`src/per_key_grant_storm_detector_top_defines.svh`:
```
// Assertion macros for the grant storm detector
`ifndef PER_KEY_GRANT_STORM_DETECTOR_TOP_DEFINES_SVH
`define PER_KEY_GRANT_STORM_DETECTOR_TOP_DEFINES_SVH
`define PKG_ASSERT_IMPL(lbl, clk, rst, ante, cons, msg) \
   lbl: assert property (@(posedge clk) disable iff (rst) (ante) |-> (cons)) else $error(msg);
`define PKG_ASSERT_NEXT(lbl, clk, rst, ante, cons, msg) \
   lbl: assert property (@(posedge clk) disable iff (rst) (ante) |=> (cons)) else $error(msg);
`endif

```
`src/pkgsd_pkg.sv`:
```
// Package with constants and types of the grant storm detector
`default_nettype none
package pkgsd_pkg;
   localparam int TableEntries = 64;
   localparam int RightCount = 64;
   localparam int IdxW = $clog2(TableEntries);
   localparam int KeyW = 17;
   localparam int TimeW = 32;
   localparam int RightW = 6;
   localparam int CntW = 7;
   localparam int WinW = 16;
   localparam int MaskW = 64;
   localparam int SlotW = 6;
   localparam int CsrIdxW = 2;
   localparam logic [CsrIdxW-1:0] CSR_STORM_LIMIT = 2'd0;
   localparam logic [CsrIdxW-1:0] CSR_WINDOW = 2'd1;
   localparam logic [CsrIdxW-1:0] CSR_SENS_MASK = 2'd2;
   localparam logic [CntW-1:0] STORM_LIMIT_RST = 7'd3;
   localparam logic [WinW-1:0] WINDOW_RST = 16'd30;
   localparam logic [MaskW-1:0] SENS_MASK_RST = 64'd31;

   typedef struct packed {
      logic [KeyW-1:0] proc_id;
      logic [TimeW-1:0] now_seconds;
      logic [RightW-1:0] right_id;
      logic granted;
      logic is_tcc;
      logic platform_binary;
      logic has_team;
   } req_type;

   typedef struct packed {
      logic [CntW-1:0] distinct_count;
      logic storm_alert;
      logic sensitive_alert;
      logic [SlotW-1:0] entry_slot;
   } rsp_type;

   // token passed down the cell chain
   typedef struct packed {
      logic hit;
      logic [IdxW-1:0] hit_idx;
      logic have_free;
      logic [IdxW-1:0] free_idx;
      logic have_old;
      logic [IdxW-1:0] old_idx;
      logic [TimeW-1:0] old_start;
   } scan_type;

   typedef struct packed {
      logic valid;
      logic [KeyW-1:0] key;
      logic [TimeW-1:0] start;
   } tag_type;
endpackage
`default_nettype wire

```
`src/pkgsd_cell.sv`:
```
// One tag cell: holds one entry's tag and merges it into the passing scan token
`default_nettype none
module pkgsd_cell (
   input wire logic clock,
   input wire logic reset,
   input wire logic [pkgsd_pkg::IdxW-1:0] my_idx,
   input wire logic [pkgsd_pkg::KeyW-1:0] key,
   input wire logic wr_en,
   input wire pkgsd_pkg::tag_type wr_tag,
   input wire logic shift,
   input wire pkgsd_pkg::scan_type scan_i,
   output pkgsd_pkg::scan_type scan_o
);
   import pkgsd_pkg::*;

   tag_type tag_ff;
   scan_type scan_ff, scan_in;

   always_comb begin
      scan_in = scan_i;
      if (tag_ff.valid) begin
         if (tag_ff.key == key && !scan_i.hit) begin
            scan_in.hit = 1'b1;
            scan_in.hit_idx = my_idx;
         end
         if (!scan_i.have_old || tag_ff.start < scan_i.old_start) begin
            scan_in.have_old = 1'b1;
            scan_in.old_idx = my_idx;
            scan_in.old_start = tag_ff.start;
         end
      end else if (!scan_i.have_free) begin
         scan_in.have_free = 1'b1;
         scan_in.free_idx = my_idx;
      end
   end

   always_ff @(posedge clock) begin
      if (reset) begin
         tag_ff.valid <= 1'b0;
      end else if (wr_en) begin
         tag_ff.valid <= wr_tag.valid;
      end
      if (wr_en) begin
         tag_ff.key <= wr_tag.key;
         tag_ff.start <= wr_tag.start;
      end
      if (shift) begin
         scan_ff <= scan_in;
      end
   end

   assign scan_o = scan_ff;
endmodule
`default_nettype wire
```
`config.mk`:
```
export PLATFORM = sky130hd
export DESIGN_NAME = pkgsd_cell
export DESIGN_NICKNAME = d
export VERILOG_FILES = /design/src/per_key_grant_storm_detector_top_defines.svh /design/src/pkgsd_pkg.sv /design/src/pkgsd_cell.sv
export SDC_FILE = /design/constraint.sdc
export NUM_CORES = 1
export LEC_CHECK = 0
export BUFFER_PORTS_ARGS = -buffer_cell sky130_fd_sc_hd__buf_2
export CAP_MARGIN = 0
export CORE_MARGIN = 3
export CORE_UTILIZATION = 49
export DETAILED_ROUTE_END_ITERATION = 8
export PLACE_DENSITY_LB_ADDON = 0.08
export REMOVE_ABC_BUFFERS = 1
export SLEW_MARGIN = 20
export SYNTH_ARGS = -nofsm -noshare
export SYNTH_HDL_FRONTEND = slang
export SYNTH_SLANG_ARGS = --single-unit
```
`constraint.sdc`:
```
create_clock -name clock -period 2.8 [get_ports clock]
set_input_delay 0.42 -clock clock [delete_from_list [all_inputs] [get_ports clock]]
set_output_delay 0.42 -clock clock [all_outputs]
set_load 0.1 [all_outputs]
```
### Yosys cells after proc, flatten, opt, wreduce, memory -nomap -nowiden

Cells that the tools add are included.

* memories: 0
* bits in writable memories: 0
* word-level logic and storage cells: 22
* latch bits: 0
* output and inout port bits: 53
* bits in registers: 103
* input bits: 130
* memory bits (read-only): 0

* div/mod/pow operators: 0
* multiplexer cells: 6
* reduce and logical (&&, ||, !) cells: 4
* $add $sub $neg: 0
* bitwise logic cells: 0
* multiply operators: 0
* eq/ne operators: 1
* shift-type cells: 0
* $lt $le $gt $ge: 1

Operators with widths (number)
* $mux W39: 2
* $lt A32 B32 Y1: 1
* $mux W7: 3
* $eq A17 B17 Y1: 1
* $mux W6: 1
* $logic_not A1 Y1: 2
* $logic_and A1 B1 Y1: 1
* $logic_or A1 B1 Y1: 1

### Longest topological paths before layout

Gate-level depths: netlist (run 1).

* word-level depth: 4
* mapped depth: 10

### Worst setup path before layout (run 1)

Ideal clock, no wire load.

* path kind: input-to-reg
* start: in scan_i[13] in the netlist's numbering
* end: reg scan_ff, in the netlist scan_o[18] (data pin)
* data arrival time: 2.332 ns
* slack: 0.207 ns
* path buffers: 2
* stages on the path: 10
* setup time: 0.260 ns
* required time: 2.540 ns
* cells stage by stage: inv_1 -> ha_1 -> nand4_2 -> nor2_1 -> a2111o_1 -> a311o_1 -> a22oi_2 -> buf_6 -> buf_12 -> mux2_4

RTL lines
* start, declared: RTL line pkgsd_cell.sv:11 `input wire pkgsd_pkg::scan_type scan_i,`
* end signal, assigned: RTL line pkgsd_cell.sv:48 `scan_ff <= scan_in;`
* end, declared: RTL line pkgsd_cell.sv:17 `scan_type scan_ff, scan_in;`

==> results.py, run 1 <==
metrics = {
    "outcome": {
        "status": "finished clean",
    },
    "logic_synthesis": {
        "ys_ff_latch": 103,
        "synth_area_um2": 4820,
        "yosys_warnings": 0,
        "avgSynthCellArea_um2": 16.2,
        "syn_inst": 298,
        "ys_types": 36,
        "netlist.area_leader.share_pct": 63.5,
        "synth_area_leader_cell": "edfxtp_1",
        "synth_area_leaders": "edfxtp_1, ha_1, mux2_2, mux2_4, inv_1",
        "ys_seq_area_share_pct": 64.0,
    },
    "global_routing": {
        "first_global_vias": 3287,
        "grt_overflow": 0,
        "track_usage_pct": 18.6,
        "antenna_found_initial": 0,
        "grt_start_max_net_pins": 26,
        "grt_pass1_wl_mm": 15.8,
    },
    "cts": {
        "cts_tree": "yes",
        "holdBufCountCts": 0,
        "clock-sinks": 103,
        "cts_buffers": 9,
        "htreeDepth": 3,
        "clock_path_buffers": 2,
        "insertion_delay_ns": 0.36,
        "clock-root-buffer": "clkbuf_8",
        "clkTransAtPathRegs_ns": 0.10,
    },
    "die": {
        "die_w_um": 105,
        "core_area_um2": 9420,
        "rows": 35,
        "io_pins": 183,
        "die_area_um2": 11100,
        "initial_utilization_pct": 51.2,
        "dieHeight_um": 105,
    },
    "sta": {
        "drv_slew": 0,
        "finClkSkew_ns": 0.00935,
        "max_freq_mhz": 372,
        "slew_headroom_pct": 58.3,
        "final-setup-viol-count": 0,
        "tns_ns": 0,
        "hold_viol": 0,
        "post-route-period-util_pct": 95.9,
        "worstMarginPinSlew_ns": 0.626,
        "post-route-min-period_ns": 2.69,
    },
    "place": {
        "port_buffers": 182,
        "dp_hpwl_mm": 7.94,
        "place_congestion": 0.786,
        "place_area_um2": 5910,
    },
    "setup_path": {
        "critPathMaxFanout": 8,
        "cp.required_ns": 2.91,
        "cp-end-kind": "flop",
        "cp-start-kind": "flop",
        "crit_arrival_ns": 2.80,
        "worstSetupPathType": "reg -> reg",
    },
    "layout": {
        "drive_above_1_share_pct": 53.6,
        "diodes": 0,
        "fin_util_pct": 65.9,
        "syn_to_final_growth_pct": 28.7,
        "final_area_um2": 6200,
        "nets": 661,
    },
    "flow_run": {
        "maxCapViolCount": 0,
    },
    "routing": {
        "drc": 0,
        "firstDrtPassIters": 4,
        "ant_nets": 0,
        "drt-initial-drc-count": 138,
        "vias_per_cell": 4.97,
        "vias": 3148,
        "wl_per_cell_um": 16.4,
        "routed_wl_mm": 10.4,
    },
    "power": {
        "leakagePower_nw": 2.74,
        "power.density_nw_per_um2": 623,
        "ir_drop_v": 0.000277,
    },
    "min_path": {
        "hp-class": "in -> reg",
    },
}
## worst paths after layout
path                            cells after the start  slack, ns  startpoint          to
worst max-delay path                                9       0.11  tag_ff[15]   scan_o[3]
worst max register to register                      9       0.11  tag_ff[15]   scan_o[3]
worst min register to register                      1       0.58   tag_ff[0]   scan_o[0]
worst min-delay path                                2       0.22       reset  tag_ff[49]
## layout make-up
cell class | instances | area, µm²
Clock inverter | 6 | 85.1
Fill cell | 729 | 3210
Clock buffer | 9 | 124
Sequential cell | 103 | 3080
Tap cell | 129 | 161
Multi-Input combinational cell | 158 | 1590
Timing Repair Buffer | 196 | 1040
Inverter | 32 | 120
## timing repair
| action | CTS | global route |
|---|---|---|
| setup endpoints to repair | 0 | 36 |
| resized for setup | 0 | 12 |
| setup buffers | 0 | 2 |
## stage by stage
step                      power [W]  instances  hold slack (ns)  worst slack [ns]
after floorplan             0.00262        293            0.492            -0.887
after global placement      0.00286        615            0.549           -0.0300
after detailed placement    0.00288        615            0.561            -0.114
after CTS                   0.00388        630            0.199            0.0430
after global routing        0.00403        633            0.210          -0.00478
final                       0.00386        633            0.224             0.114
## metal layers
layer	GRT usage, %	vias to the layer above	wire length (µm)
met3	4.57	10	679
met1	21.6	1495	4120
met5	0	-	0
li1	-	1523	-
met4	7.22	0	137
met2	33.0	120	5430
## cell usage after synthesis
library cell,number
edfxtp_1,102
inv_1,32
ha_1,31
mux2_2,30
mux2_4,20
xnor2_1,13
a21oi_1,9
nand4_1,8
nand3_1,6
nand2_1,5
nor2_1,5
xor2_1,4
nand2b_1,3
o21ai_0,3
a21o_1,2
and3_1,2
buf_12,2
nor4_1,2
or2_2,2
a2111o_1,1
a211oi_1,1
a211oi_2,1
a221oi_1,1
a22oi_2,1
a311o_1,1
a31oi_1,1
and4_1,1
buf_4,1
buf_6,1
clkbuf_1,1
dfxtp_1,1
mux2i_1,1
nand4_2,1
o21ai_1,1
o221ai_2,1
or4_4,1
## sequential cells by signal, indices dropped and copies added (netlist names)
| name | flops |
|---|---|
| scan_o | 53 |
| tag_ff | 50 |
## kinds of logic after synthesis
| group | count (synthesis) | synth area share, % |
|---|---|---|
| AOI/OAI and AO/OA | 23 | 3.40 |
| xor gates and xnor gates | 17 | 3.09 |
| adders and majority gates | 31 | 8.05 |
| buffers and inverters | 37 | 3.79 |
| DFF | 103 | 64.0 |
| muxes | 51 | 13.4 |
| and+or+nand+nor | 36 | 4.28 |
## critical path, stage by stage (launching register included)
cell	delay, ns
edfxtp_1	0.42
ha_1	0.31
nand4_2	0.09
nor2_1	0.06
a2111o_1	0.41
a311o_1	0.30
a22oi_2	0.17
buf_4	0.18
buf_6	0.15
mux2_2	0.34
## where the power goes
group	switching, W	internal, W
Clock	0.000502	0.000498
Combinational	0.000674	0.000304
Sequential	0.0000455	0.00184
Total	0.00122	0.00264
## placed cells by master, fill, tap and decap left out, types with 2 or more instances in the layout
cell,n
a21o_1,2
clkbuf_8,9
and3_1,2
buf_4,10
o21ai_1,2
or2_2,2
mux2_4,20
nor4_1,2
nand2_1,5
edfxtp_1,102
xnor2_1,13
nor2_1,5
bufinv_16,2
nand3_1,6
inv_1,32
ha_4,2
buf_2,182
xor2_1,4
o21ai_0,2
nand2b_1,3
buf_12,2
ha_1,29
a21oi_1,9
nand4_1,8
mux2_2,30
Note: power is estimated with default switching activity, not from simulation.
==> run 2: changes to the inputs <==
Settings changed: CORE_MARGIN 3 to unset, RECOVER_POWER set to 50.
==> run 2 against run 1 <==
  * Cell count fell by 0.47%
  * Clock power fell by 6%
  * Non-clock buffer count fell by 4
==> results.py, run 2 (same netlist as run 1, synthesis figures left out) <==
metrics = {
    "cts": {
        "cts_buffers": 9,
        "clock-root-buffer": "clkbuf_8",
        "htreeDepth": 3,
        "clkTransAtPathRegs_ns": 0.10,
        "clock_path_buffers": 2,
        "holdBufCountCts": 0,
        "clock-sinks": 103,
        "cts_tree": "yes",
        "insertion_delay_ns": 0.36,
    },
    "layout": {
        "nets": 657,
        "final_area_um2": 6130,
        "drive_above_1_share_pct": 51.9,
        "syn_to_final_growth_pct": 27.2,
        "final_cell_mix": "buf_2, edfxtp_1, inv_1",
        "fin_util_pct": 65.4,
        "diodes": 0,
        "largest_register_ffs": 53,
        "final_common_cell": "buf_2",
    },
    "global_routing": {
        "first_global_vias": 3002,
        "grt_overflow": 0,
        "grt_start_max_net_pins": 28,
        "antenna_found_initial": 1,
        "grt_pass1_wl_mm": 14.0,
        "track_usage_pct": 18.6,
    },
    "die": {
        "dieHeight_um": 101,
        "die_area_um2": 10200,
        "io_pins": 183,
        "rows": 35,
        "core_area_um2": 9370,
        "initial_utilization_pct": 51.4,
        "die_w_um": 101,
    },
    "power": {
        "p_comb_share_pct": 25.3,
        "intPower_w": 0.00258,
        "leakagePower_nw": 2.70,
        "sequentialPowerShare_pct": 49.8,
        "power.density_nw_per_um2": 618,
        "sw_frac_of_total_pct": 31.9,
        "power_w": 0.00379,
        "clkPwrFrac_pct": 24.9,
        "ir_drop_v": 0.000284,
        "p_switching_w": 0.00121,
    },
    "sta": {
        "fin_hold_ws_ns": 0.207,
        "max_freq_mhz": 371,
        "post-route-period-util_pct": 96.1,
        "post-route-min-period_ns": 2.69,
        "hold_viol": 0,
        "slew_headroom_pct": 10.3,
        "worstMarginPinSlew_ns": 1.35,
        "final-setup-viol-count": 0,
        "drv_slew": 0,
        "tns_ns": 0,
        "finClkSkew_ns": 0.0174,
    },
    "setup_path": {
        "worst-r2r-cell-count": 9,
        "r2r_setup_slack_ns": 0.11,
        "cp.required_ns": 2.91,
        "crit_arrival_ns": 2.80,
        "critPathMaxFanout": 11,
        "cp-start-kind": "flop",
        "cp-end-kind": "flop",
        "worstSetupPathType": "reg -> reg",
        "r2r_start": "tag_ff[13]",
        "timing.rr.end": "scan_o[1]",
    },
    "routing": {
        "wl_per_cell_um": 15.1,
        "routed_wl_mm": 9.50,
        "drc": 0,
        "vias_per_cell": 4.84,
        "vias": 3052,
        "ant_nets": 0,
        "firstDrtPassIters": 4,
        "drt-initial-drc-count": 98,
    },
    "min_path": {
        "holdPathEnd": "tag_ff[49]",
        "hp-class": "in -> reg",
        "whs_path_depth": 2,
        "hp-start": "reset",
    },
    "flow_run": {
        "maxCapViolCount": 0,
    },
    "place": {
        "place_congestion": 0.785,
        "port_buffers": 182,
        "place_area_um2": 5910,
        "dp_hpwl_mm": 7.22,
    },
    "outcome": {
        "status": "finished clean",
    },
}
[run 2: timing repair]
action	in CTS	in global routing
gates resized for setup	0	1
buffers inserted	0	2
setup endpoints to repair	0	22
[run 2: per-stage QoR]
stage,instances,worst slack (ns)
2_1_floorplan,293,-0.887
3_3_place_gp,611,-0.0748
3_5_place_dp,611,-0.0641
4_1_cts,627,0.0745
5_1_grt,630,-0.0119
6_report,630,0.108
[run 2: worst max-delay path, cell delays in order, from the launching register on]
cell and delay, ns:
edfxtp_1 0.41, ha_1 0.33, nand4_2 0.12, nor2_1 0.07
a2111o_1 0.41, a311o_1 0.30, a22oi_2 0.14, buf_4 0.16
buf_6 0.17, mux2_2 0.35
[run 2: how the worst max path moves through the flow]
stage / to / slack (ns) / cells after the start / start
3_5_place_dp: scan_o[1] / -0.06 / 10 / scan_i[13]
5_1_grt: scan_o[2] / -0.01 / 10 / tag_ff[26]
4_1_cts: scan_o[1] / 0.07 / 8 / tag_ff[11]
3_3_place_gp: scan_o[8] / -0.07 / 11 / scan_i[21]
6_report: scan_o[1] / 0.11 / 9 / tag_ff[13]
2_1_floorplan: scan_o[0] / -0.89 / 8 / scan_i[13]
[run 2: per-layer routing]
layer / vias up / part of all wire (%) / GRT usage, %
met1: 1418 / 42 / 22.0
met5: - / 0 / 0
met2: 107 / 50 / 32.5
li1: 1514 / - / -
met3: 13 / 6.5 / 4.28
met4: 0 / 1.9 / 7.80
[run 2: area by class of cell]
| class | instances | area (µm²) |
|---|---|---|
| Sequential cell | 103 | 3080 |
| Clock buffer | 12 | 145 |
| Fill cell | 777 | 3240 |
| Inverter | 32 | 120 |
| Tap cell | 129 | 161 |
| Clock inverter | 4 | 55.1 |
| Multi-Input combinational cell | 158 | 1560 |
| Timing Repair Buffer | 192 | 1010 |
[run 2: power groups by stage]
stage	sequential [W]	clock (W)	combinational, W
after detailed placement	0.00192	0	0.000953
final	0.00189	0.000943	0.000959
after global routing	0.00190	0.00101	0.00101
after floorplan	0.00236	0	0.000259
after CTS	0.00188	0.000965	0.000955
after global placement	0.00192	0	0.000940
