`config.mk`:
```
export PLATFORM = sky130hd
export DESIGN_NAME = pkgsd_ram
export DESIGN_NICKNAME = d
export VERILOG_FILES = /design/src/per_key_grant_storm_detector_top_defines.svh /design/src/pkgsd_ram.sv
export SDC_FILE = /design/constraint.sdc
export NUM_CORES = 1
export LEC_CHECK = 0
export BUFFER_PORTS_ARGS = -buffer_cell sky130_fd_sc_hd__buf_2
export CAP_MARGIN = 10
export CORE_UTILIZATION = 55
export DETAILED_ROUTE_END_ITERATION = 16
export GPL_TIMING_DRIVEN = 0
export PLACE_DENSITY_LB_ADDON = 0.25
export SLEW_MARGIN = 10
export SYNTH_ARGS = -nofsm -noshare
export SYNTH_HDL_FRONTEND = slang
export SYNTH_SLANG_ARGS = --single-unit
```
`constraint.sdc`:
```
create_clock -name clock -period 3.9 [get_ports clock]
set_input_delay 0.195 -clock clock [delete_from_list [all_inputs] [get_ports clock]]
set_output_delay 0.195 -clock clock [all_outputs]
set_load 0.01 [all_outputs]
```
`src/per_key_grant_storm_detector_top_defines.svh`:
```
// Assertion macros for the grant storm detector
`ifndef PER_KEY_GRANT_STORM_DETECTOR_TOP_DEFINES_SVH
`define PER_KEY_GRANT_STORM_DETECTOR_TOP_DEFINES_SVH
`define PKG_ASSERT_IMPL(lbl, clk, rst, ante, cons, msg) \
   lbl: assert property (@(posedge clk) disable iff (rst) (ante) |-> (cons)) else $error(msg);
`define PKG_ASSERT_NEXT(lbl, clk, rst, ante, cons, msg) \
   lbl: assert property (@(posedge clk) disable iff (rst) (ante) |=> (cons)) else $error(msg);
`endif

```
`src/pkgsd_ram.sv`:
```
// Generic single-port RAM with registered read
`default_nettype none
module pkgsd_ram #(
   parameter int Width = 8,
   parameter int Depth = 16
) (
   input wire logic clock,
   input wire logic wr_en,
   input wire logic [$clog2(Depth)-1:0] addr,
   input wire logic [Width-1:0] wr_data,
   output logic [Width-1:0] rd_data
);
   logic [Width-1:0] mem [Depth];
   always_ff @(posedge clock) begin
      if (wr_en) begin
         mem[addr] <= wr_data;
      end
      rd_data <= mem[addr];
   end
endmodule
`default_nettype wire

```
Word level (Yosys, flattened, before mapping). Memory sizes are Yosys's and may differ from the RTL's. A register that Yosys moved wholly into a read port is not among the register bits. Index checks and enable logic that the tools add are counted.

Muxes and demuxes: 2.

Operators by type and width (number): $mux 1 (2).

Flip-flop bits (word level): 0. Bits in writable memories: 128. Bits of input ports: 14. Output and inout bits: 8. Memories kept: 1.

Memory list: mem (depth 16, bits a word 8, rd ports 1, clocked after memory_dff 1, wr ports 1, RTL line pkgsd_ram.sv:13) `logic [Width-1:0] mem [Depth];`.

Longest topological paths before layout. Gate-level depths: netlist (run 1).

Word-level depth: 2. Mapped depth: 5. Gate-level depth less buffers: 3.

Least setup slack after synthesis (run 1). No wires, ideal clock.

Path kind: in2reg. From: input port addr[2]. To: memory mem[0][0] (enable). Setup time: 0.383 ns. Arrival: 1.305 ns. Setup slack: 2.212 ns. Cell stages on the path: 2. Path buffers: 0. Cell sequence: or3b_2 nor3_1.

RTL lines: from (decl) (RTL line pkgsd_ram.sv:9) `input wire logic [$clog2(Depth)-1:0] addr,`; to (decl) (RTL line pkgsd_ram.sv:13).

No word-level cell before the write port.

Worst setup path in the final report (run 1).
From: input port addr[1]. To: memory mem[14][2] (enable).

No word-level cell before the write port.

==> results.py, run 1 <==
metrics = {
    "run_status": {
        "status": "complete, but fails checks",
        "violations": "DRC",
    },
    "clock_network": {
        "clk_pin_slew_ns": 0.06,
        "clock-sinks": 136,
        "cts_tree": "done",
        "numCtsBuffers": 17,
        "postCtsHoldBufs": 0,
        "clockRootBuffer": "clkbuf_8",
        "postCtsSetupBuffers": 0,
        "worstSkewPairLatency_ns": 0.52,
        "cts_max_path_buffers": 2,
        "cts_resized": 0,
        "cts-htree-levels": 4,
    },
    "detailed_routing": {
        "via_count": 2415,
        "drcViolationCount": 4,
        "drt_iter0_markers": 218,
        "ant_nets": 0,
        "route.detailed.wl_per_inst_um": 25.3,
        "routed_via_density": 6.18,
        "dr.pass1.iters": 13,
        "wirelength_um": 9890,
    },
    "min_path": {
        "hp-class": "input pin to flip-flop",
        "min_to": "mem[12][7]$_DFFE_PP_",
        "hold_depth": 1,
        "min-delay-start": "wr_data[7]",
    },
    "synthesis": {
        "synthesis.area_um2": 5070,
        "syn_inst": 230,
        "synth_nets": 244,
        "synth_warnings": 0,
        "yosys.area_share.simple_pct": 3.21,
        "synth_top_family_by_area": "multiplexers",
        "synth-seq-cells": 136,
        "ys_types": 18,
        "synth_compound_area_share_pct": 2.37,
        "synth_xor_area_share_pct": 0,
        "synth_fa_ha_area_share_pct": 0,
        "seq_area_frac_synth_pct": 79.0,
        "muxShareOfSynthArea_pct": 14.2,
        "avgSynthCellArea_um2": 22.0,
    },
    "critical_path": {
        "worstPathRequired_ns": 4.04,
        "crit_fanout": 10,
        "reg2regPathDepth": 3,
        "reg2reg_from": "mem[15][4]$_DFFE_PP_",
        "cp-end-kind": "flip-flop",
        "path_class": "input pin to flip-flop",
        "r2r_setup_slack_ns": 2.52,
        "setup.worst_path.start_class": "input pin",
        "r2r-end": "rd_data[4]$_DFF_P_",
        "crit_arrival_ns": 1.82,
    },
    "timing": {
        "hold_viol": 0,
        "slew_headroom_pct": 17.7,
        "setup_ws_ns": 2.22,
        "fmax_mhz": 595,
        "fin_worst_skew_ns": 0.00790,
        "fin_crit_sh_pct": 43.1,
        "setup_viol_count_final": 0,
        "rsz0062_at_grt": "false",
        "fin_setup_tns_ns": 0,
        "period_minus_slack_ns": 1.68,
        "drv_slew": 0,
        "tightest_slew_ns": 1.23,
    },
    "layout": {
        "fin_area_um2": 5910,
        "antennaDiodeCount": 0,
        "fill_cells": 520,
        "drive_gt1_share_pct": 31.1,
        "area_growth_pct": 16.7,
        "layout.nets": 284,
        "postLayoutCoreUtil_pct": 67.1,
    },
    "placement": {
        "gp_congestion": 0.717,
        "hpwl_um": 5920,
        "placed_area_um2": 5310,
        "io_buffers": 19,
        "post-place-ws_ns": 1.58,
    },
    "die": {
        "die_h_um": 98.0,
        "row_count": 34,
        "fp.coreArea_um2": 8810,
        "ios": 22,
        "die_w_um": 98.0,
        "initial_core_util_pct": 57.5,
        "dieArea_um2": 9600,
    },
    "power": {
        "vdd_ir_drop_max_v": 0.000228,
        "power_leakage_nw": 1.94,
        "p_per_area_nw_per_um2": 576,
    },
    "global_routing": {
        "antenna_found_initial": 0,
        "grt.total_usage_pct": 22.5,
        "grt_overflow": 0,
        "grt_pass1_vias": 2504,
        "grt_max_degree": 17,
        "grt_pass1_wl_um": 14900,
    },
    "job": {
        "cap_violations": 0,
    },
}
-- cell usage after synthesis (all sizes together) --
cell    instances  area [um2]
clkbuf          3        12.5
a22oi          16         120
nand2b          2        12.5
or3b            1        8.76
nor2b           2        12.5
nand2           9        33.8
dfxtp           8         160
mux4           32         721
buf             8        47.5
nand3           1        5.00
nor2           13        48.8
and2            1        6.26
nand3b          2        15.0
nor3            4        20.0
edfxtp        128        3840
-- where the power goes --
part | total (W) | switching (W) | internal (W)
logic | 0.000156 | 0.0000943 | 0.0000620
clock network | 0.00160 | 0.000578 | 0.00103
registers | 0.00164 | 0.00000863 | 0.00163
-- area by class of cell --
type / count / area [um2] / area share [%]
sequential: 136 / 4000 / 67.7
multi-input combinational: 83 / 1010 / 17.1
clock buffer: 17 / 414 / 7.00
clock inverter: 15 / 184 / 3.11
tap: 108 / 135 / 2.29
timing repair buffer: 21 / 108 / 1.82
buffer: 11 / 60.1 / 1.02
-- metrics by stage --
stage / power, W / instances / hold slack [ns]
2_1_floorplan: 0.00176 / 230 / 0.294
3_3_place_gp: 0.00182 / 357 / 0.592
3_5_place_dp: 0.00183 / 358 / 0.586
4_1_cts: 0.00342 / 390 / 0.0774
5_1_grt: 0.00348 / 391 / 0.0843
6_report: 0.00340 / 391 / 0.0931
-- kinds of logic after synthesis --
family          count (synthesis)
simple gates                   35
buf+inv                        11
mux                            32
flops                         136
compound gates                 16
-- worst max-delay path by stage --
stage,start,endpoint,slack (ns),cells past startpoint
after floorplan,addr[2],mem[0][0]$_DFFE_PP_,2.21,2
after detailed placement,addr[2],mem[0][3]$_DFFE_PP_,1.58,3
after global routing,addr[1],mem[7][7]$_DFFE_PP_,2.09,4
after CTS,addr[2],mem[0][5]$_DFFE_PP_,2.11,3
final,addr[1],mem[14][2]$_DFFE_PP_,2.22,4
after global placement,addr[2],mem[0][3]$_DFFE_PP_,1.64,3
-- worst max-delay path, cell delays in order --
cell      delay [ns]
buf_2           0.27
buf_1           0.46
nand2b_1        0.25
nor2_1          0.64
-- registers in the layout, summed over array words and instances, names as in the netlist --
| signal | count |
|---|---|
| mem | 128 |
| rd_data | 8 |
-- cell usage in the layout, fill, tap and decap left out --
master	netlist	layout
edfxtp_1	128	128
clkinvlp_4	0	1
nand3_1	1	1
nand2_1	9	9
a22oi_1	16	16
nand3b_1	2	2
clkinv_4	0	3
buf_4	0	1
mux4_2	32	32
nor3_1	4	3
nor2_1	13	13
clkbuf_2	1	1
clkbuf_16	0	16
nor3_2	0	1
clkinv_1	0	4
buf_6	2	2
buf_1	4	4
bufinv_16	0	4
and2_1	1	1
dfxtp_1	8	8
clkbuf_1	2	2
buf_2	2	22
nor2b_1	2	2
nand2b_1	2	2
clkbuf_8	0	1
or3b_2	1	1
clkinv_2	0	3
-- routing by layer --
layer	global-route usage, %	wire, um	vias up
li1	-	-	1043
met1	32.4	4100	1250
met2	32.5	4790	106
met3	5.08	745	16
met4	12.0	254	0
met5	0	0	-
(Power assumes the default switching activity.)
==> run 2: changes to the inputs <==
--- a/config.mk
+++ b/config.mk
@@ -7,7 +7,7 @@
 export LEC_CHECK = 0
 export BUFFER_PORTS_ARGS = -buffer_cell sky130_fd_sc_hd__buf_2
 export CAP_MARGIN = 10
-export CORE_UTILIZATION = 55
+export CORE_UTILIZATION = 54
 export DETAILED_ROUTE_END_ITERATION = 16
 export GPL_TIMING_DRIVEN = 0
 export PLACE_DENSITY_LB_ADDON = 0.25
==> constraint.sdc (replaced) <==
create_clock -name clock -period 1.5 [get_ports clock]
set_input_delay 0.075 -clock clock [delete_from_list [all_inputs] [get_ports clock]]
set_output_delay 0.075 -clock clock [all_outputs]
set_load 0.01 [all_outputs]
==> run 2 against run 1 <==
  * The flow finishes with violations (setup timing)
  * Hold slack improved by 0.048 ns
  * Count of clock-buffer cells in the layout increased by 3
  * Clock skew decreased by 0.0027 ns
  * Cell area is 1.4% higher
  * Critical path type unchanged
  * Largest cell class unchanged
==> results.py, run 2 (same netlist as run 1, synthesis figures left out) <==
metrics = {
    "global_routing": {
        "grt_max_degree": 17,
        "antenna_found_initial": 0,
        "grt_pass1_wl_um": 15100,
        "grt_overflow": 0,
        "grt.total_usage_pct": 22.5,
        "grt_pass1_vias": 2479,
    },
    "timing": {
        "fmax_mhz": 638,
        "slew_headroom_pct": 18.8,
        "hold_viol": 0,
        "drv_slew": 0,
        "period_minus_slack_ns": 1.57,
        "setup_viol_count_final": 32,
        "fin_worst_skew_ns": 0.00524,
        "setup_ws_ns": -0.0662,
        "fin_hold_ws_ns": 0.141,
        "tightest_slew_ns": 1.21,
        "rsz0062_at_grt": "true",
        "fin_crit_sh_pct": 104,
        "fin_setup_tns_ns": -1.13,
    },
    "clock_network": {
        "numCtsBuffers": 17,
        "clk_pin_slew_ns": 0.06,
        "postCtsSetupBuffers": 0,
        "worstSkewPairLatency_ns": 0.51,
        "cts_tree": "done",
        "clockRootBuffer": "clkbuf_8",
        "cts-htree-levels": 4,
        "cts_max_path_buffers": 2,
        "clock-sinks": 136,
    },
    "critical_path": {
        "cp-end-kind": "flip-flop",
        "crit_fanout": 10,
        "path_class": "input pin to flip-flop",
        "r2r_setup_slack_ns": 0.07,
        "setup.worst_path.start_class": "input pin",
        "worstPathRequired_ns": 1.64,
        "crit_arrival_ns": 1.71,
    },
    "detailed_routing": {
        "wirelength_um": 9870,
        "route.detailed.wl_per_inst_um": 24.9,
        "drcViolationCount": 0,
        "ant_nets": 0,
        "via_count": 2397,
        "routed_via_density": 6.04,
        "dr.pass1.iters": 4,
        "drt_iter0_markers": 148,
    },
    "layout": {
        "layout_commonest_cell": "edfxtp_1",
        "layout_common_cells": "edfxtp_1 (128), mux4_2 (32), buf_2 (21)",
        "regMostFlops": "mem",
        "largest_reg_flops": 128,
        "drive_gt1_share_pct": 31.8,
        "top_regs": "mem: 128 flops, rd_data: 8 flops",
        "fill_cells": 550,
        "final_cells": 397,
        "layout.nets": 290,
        "seq_area_um2": 4000,
        "antennaDiodeCount": 0,
        "postLayoutCoreUtil_pct": 67.5,
        "area_growth_pct": 18.3,
        "multi_input_area_um2": 1020,
    },
    "power": {
        "pwr-share-seq_pct": 48.0,
        "p_sw_share_pct": 19.9,
        "vdd_ir_drop_max_v": 0.000962,
        "p_comb_share_pct": 4.8,
        "clock_power_share_pct": 47.2,
        "p_sw_w": 0.00177,
        "power_leakage_nw": 1.96,
        "p_int_w": 0.00712,
        "p_per_area_nw_per_um2": 1480,
    },
    "run_status": {
        "status": "complete, but fails checks",
        "violations": "setup timing",
    },
    "min_path": {
        "hp-class": "input pin to flip-flop",
    },
    "job": {
        "cap_violations": 0,
    },
    "die": {
        "dieArea_um2": 9780,
        "initial_core_util_pct": 57.0,
        "row_count": 34,
        "fp.coreArea_um2": 8890,
        "die_h_um": 98.9,
        "die_w_um": 98.9,
        "ios": 22,
    },
    "placement": {
        "placed_cells": 357,
        "gp_congestion": 0.734,
        "hpwl_um": 5830,
        "io_buffers": 19,
    },
}
-- run 2: cell count changes in the layout (fill, tap and decap cells not counted) --
cell and change:
buf_4 -1, dlygate4sd3_1 +8, clkinvlp_4 +1, clkbuf_1 +3, nor2_1 -5, buf_2 -1
nor2_2 +5, clkinv_1 -4
-- run 2: area by class of cell --
class,instances,area share (%)
multi-input combinational,83,17.0
buffer,11,1.00
tap,108,2.25
clock buffer,20,7.09
clock inverter,12,2.94
timing repair buffer,27,2.92
sequential,136,66.8
-- run 2: critical path, stage by stage --
cell	delay (ns)
buf_2	0.26
buf_1	0.45
nand2_1	0.25
nor2_1	0.66
-- run 2: through the flow --
| stage | setup slack, ns | total power, W | cell area (um2) |
|---|---|---|---|
| after floorplan | -0.0131 | 0.00458 | 5070 |
| after CTS | -0.0332 | 0.00893 | 5990 |
| after global routing | -0.175 | 0.00911 | 6000 |
| after global placement | -0.556 | 0.00474 | 5300 |
| final | -0.0662 | 0.00889 | 6000 |
| after detailed placement | -0.576 | 0.00475 | 5300 |
-- run 2: power by group through the flow --
stage          clock, W  sequential, W  combinational [W]
2_1_floorplan         0        0.00436           0.000220
3_3_place_gp          0        0.00434           0.000396
3_5_place_dp          0        0.00435           0.000405
4_1_cts         0.00423        0.00427           0.000426
5_1_grt         0.00437        0.00428           0.000457
6_report        0.00419        0.00427           0.000426
-- run 2: final timing paths --
kind                            depth (start not counted)                  from              endpoint
worst min register to register                          3   mem[2][7]$_DFFE_PP_    rd_data[7]$_DFF_P_
worst max-delay path                                    4               addr[1]  mem[11][7]$_DFFE_PP_
worst min-delay path                                    4               addr[0]    rd_data[7]$_DFF_P_
worst max register to register                          3  mem[10][4]$_DFFE_PP_    rd_data[4]$_DFF_P_
-- run 2: metal layers --
| layer | vias up | track usage, % | share of wire, % |
|---|---|---|---|
| met3 | 17 | 4.68 | 4.2 |
| li1 | 1055 | - | - |
| met1 | 1249 | 32.1 | 44 |
| met4 | 0 | 10.1 | 1.9 |
| met5 | - | 0 | 0 |
| met2 | 76 | 34.2 | 50 |
-- run 2: repair_timing --
item	4_1_cts	5_1_grt
gates resized for setup	1	4
hold buffers	8	0
hold endpoints to repair	128	0
setup endpoints to repair	35	88
==> run 3: changes to the inputs <==
--- a/config.mk
+++ b/config.mk
@@ -7,6 +7,7 @@
 export LEC_CHECK = 0
 export BUFFER_PORTS_ARGS = -buffer_cell sky130_fd_sc_hd__buf_2
 export CAP_MARGIN = 10
+export CORE_MARGIN = 2
 export CORE_UTILIZATION = 54
 export DETAILED_ROUTE_END_ITERATION = 16
 export GPL_TIMING_DRIVEN = 0
==> run 3 against run 2 <==
  * The flow now finishes without violations
  * Critical path depth decreased by 1
  * Cell count increased by 0.76%
  * Non-clock buffer count unchanged
  * Clock power decreased by 3%
  * Critical path type is now flip-flop to flip-flop
  * Critical endpoint is now rd_data[4]$_DFF_P_
  * Largest power group unchanged
  * Highest routed layer unchanged
==> results.py, run 3 (same netlist as run 1, synthesis figures left out) <==
metrics = {
    "placement": {
        "placed_cells": 360,
        "gp_congestion": 0.811,
        "hpwl_um": 5870,
        "io_buffers": 19,
    },
    "min_path": {
        "min_to": "rd_data[1]$_DFF_P_",
        "hold_depth": 4,
        "min-delay-start": "addr[0]",
        "hp-class": "input pin to flip-flop",
    },
    "layout": {
        "area_growth_pct": 18.6,
        "drive_gt1_share_pct": 34.6,
        "multi_input_area_um2": 1040,
        "top_regs": "mem: 128 flops, rd_data: 8 flops",
        "layout.nets": 290,
        "antennaDiodeCount": 0,
        "final_cells": 400,
        "largest_reg_flops": 128,
        "layout_common_cells": "edfxtp_1 (128), mux4_2 (32), buf_2 (21)",
        "seq_area_um2": 4000,
        "fill_cells": 566,
        "layout_commonest_cell": "edfxtp_1",
        "postLayoutCoreUtil_pct": 65.6,
        "regMostFlops": "mem",
    },
    "die": {
        "die_h_um": 101,
        "ios": 22,
        "row_count": 35,
        "fp.coreArea_um2": 9150,
        "dieArea_um2": 10200,
        "initial_core_util_pct": 55.4,
        "die_w_um": 101,
    },
    "clock_network": {
        "clock-sinks": 136,
        "clockRootBuffer": "clkbuf_8",
        "cts_max_path_buffers": 2,
        "worstSkewPairLatency_ns": 0.52,
        "cts_tree": "done",
        "cts-htree-levels": 4,
        "postCtsSetupBuffers": 0,
        "numCtsBuffers": 17,
        "clk_pin_slew_ns": 0.06,
    },
    "timing": {
        "slew_headroom_pct": 22.3,
        "period_minus_slack_ns": 1.41,
        "setup_viol_count_final": 0,
        "fin_crit_sh_pct": 93.9,
        "fin_setup_tns_ns": 0,
        "fin_worst_skew_ns": 0.0154,
        "drv_slew": 0,
        "hold_viol": 0,
        "rsz0062_at_grt": "true",
        "fin_hold_ws_ns": 0.174,
        "tightest_slew_ns": 1.16,
        "fmax_mhz": 710,
    },
    "critical_path": {
        "r2r_setup_slack_ns": 0.09,
        "r2r-end": "rd_data[4]$_DFF_P_",
        "crit_buf_inv": 0,
        "reg2regPathDepth": 3,
        "crit_arrival_ns": 1.80,
        "cp-end-kind": "flip-flop",
        "setup.worst_path.start_class": "flip-flop",
        "crit_fanout": 1,
        "cp_cell_sequence": "mux4_2 > a22oi_1 > nand2_1",
        "slowest_delay_ns": 0.48,
        "slowest_stage": "mux4_2",
        "critical-path-top-delay-family": "multiplexers",
        "reg2reg_from": "mem[11][4]$_DFFE_PP_",
        "worstPathRequired_ns": 1.89,
        "path_class": "flip-flop to flip-flop",
    },
    "detailed_routing": {
        "via_count": 2394,
        "route.detailed.wl_per_inst_um": 24.6,
        "drt_iter0_markers": 187,
        "routed_via_density": 5.99,
        "ant_nets": 0,
        "wirelength_um": 9860,
        "drcViolationCount": 0,
        "dr.pass1.iters": 4,
    },
    "power": {
        "p_per_area_nw_per_um2": 1460,
        "total_power_w": 0.00877,
        "vdd_ir_drop_max_v": 0.000659,
        "power_leakage_nw": 1.95,
    },
    "global_routing": {
        "antenna_found_initial": 0,
        "grt_overflow": 0,
        "grt_pass1_vias": 2550,
        "grt_pass1_wl_um": 14700,
        "grt_max_degree": 17,
        "grt.total_usage_pct": 21.3,
    },
    "run_status": {
        "status": "completed",
    },
    "job": {
        "cap_violations": 0,
    },
}
## run 3: cell count changes in the layout (fill, tap and decap cells not counted), sizes merged
cell      change
buf           -1
bufinv        -1
clkbuf        -1
clkinv        -3
clkinvlp      +3
inv           +3
## run 3: cell type report
cell class / instances / area share (%)
Buffer: 11 / 1.02
Clock buffer: 18 / 6.96
Clock inverter: 14 / 2.87
Multi-Input combinational cell: 83 / 17.3
Sequential cell: 136 / 66.6
Tap cell: 111 / 2.31
Timing Repair Buffer: 27 / 2.92
## run 3: report_power, final
group | internal (W) | total (W) | switching (W) | leakage (nW)
registers | 0.00425 | 0.00427 | 0.0000217 | 1.22
logic | 0.000175 | 0.000427 | 0.000251 | 0.455
clock network | 0.00254 | 0.00407 | 0.00153 | 0.274
total | 0.00696 | 0.00877 | 0.00181 | 1.95
## run 3: worst max path at each step
stage	startpoint	end	slack [ns]	depth (start not counted)
final	mem[11][4]$_DFFE_PP_	rd_data[4]$_DFF_P_	0.09	3
after global routing	addr[1]	mem[12][0]$_DFFE_PP_	-0.002	3
after CTS	addr[1]	mem[15][7]$_DFFE_PP_	-0.13	4
after detailed placement	addr[1]	mem[3][2]$_DFFE_PP_	-0.72	4
after global placement	addr[1]	mem[3][0]$_DFFE_PP_	-0.62	4
after floorplan	addr[1]	mem[12][0]$_DFFE_PP_	-0.01	3
## run 3: through the flow
step	area, um2	setup WS, ns
finish	6010	0.0913
global placement	5310	-0.622
floorplan	5070	-0.0131
CTS	5990	-0.129
global route	6010	-0.00219
detailed placement	5310	-0.716
## run 3: tightest hold or removal path, cell delays in order
cell and delay (ns):
buf_6 0.17, mux4_2 0.26, a22oi_1 0.08, nand2_1 0.07
## run 3: what timing repair did
item / 4_1_cts / 5_1_grt
gates resized for setup: 4 / 5
hold buffers: 8 / 0
hold endpoints to repair: 128 / 0
endpoints found under the setup margin: 80 / 96
## run 3: layer usage
metal	routed length [um]	GRT usage, %	vias to the layer above
met5	0	0	-
met1	3820	28.9	1223
met3	874	5.20	10
met2	5080	34.7	102
li1	-	-	1059
met4	90	6.74	0
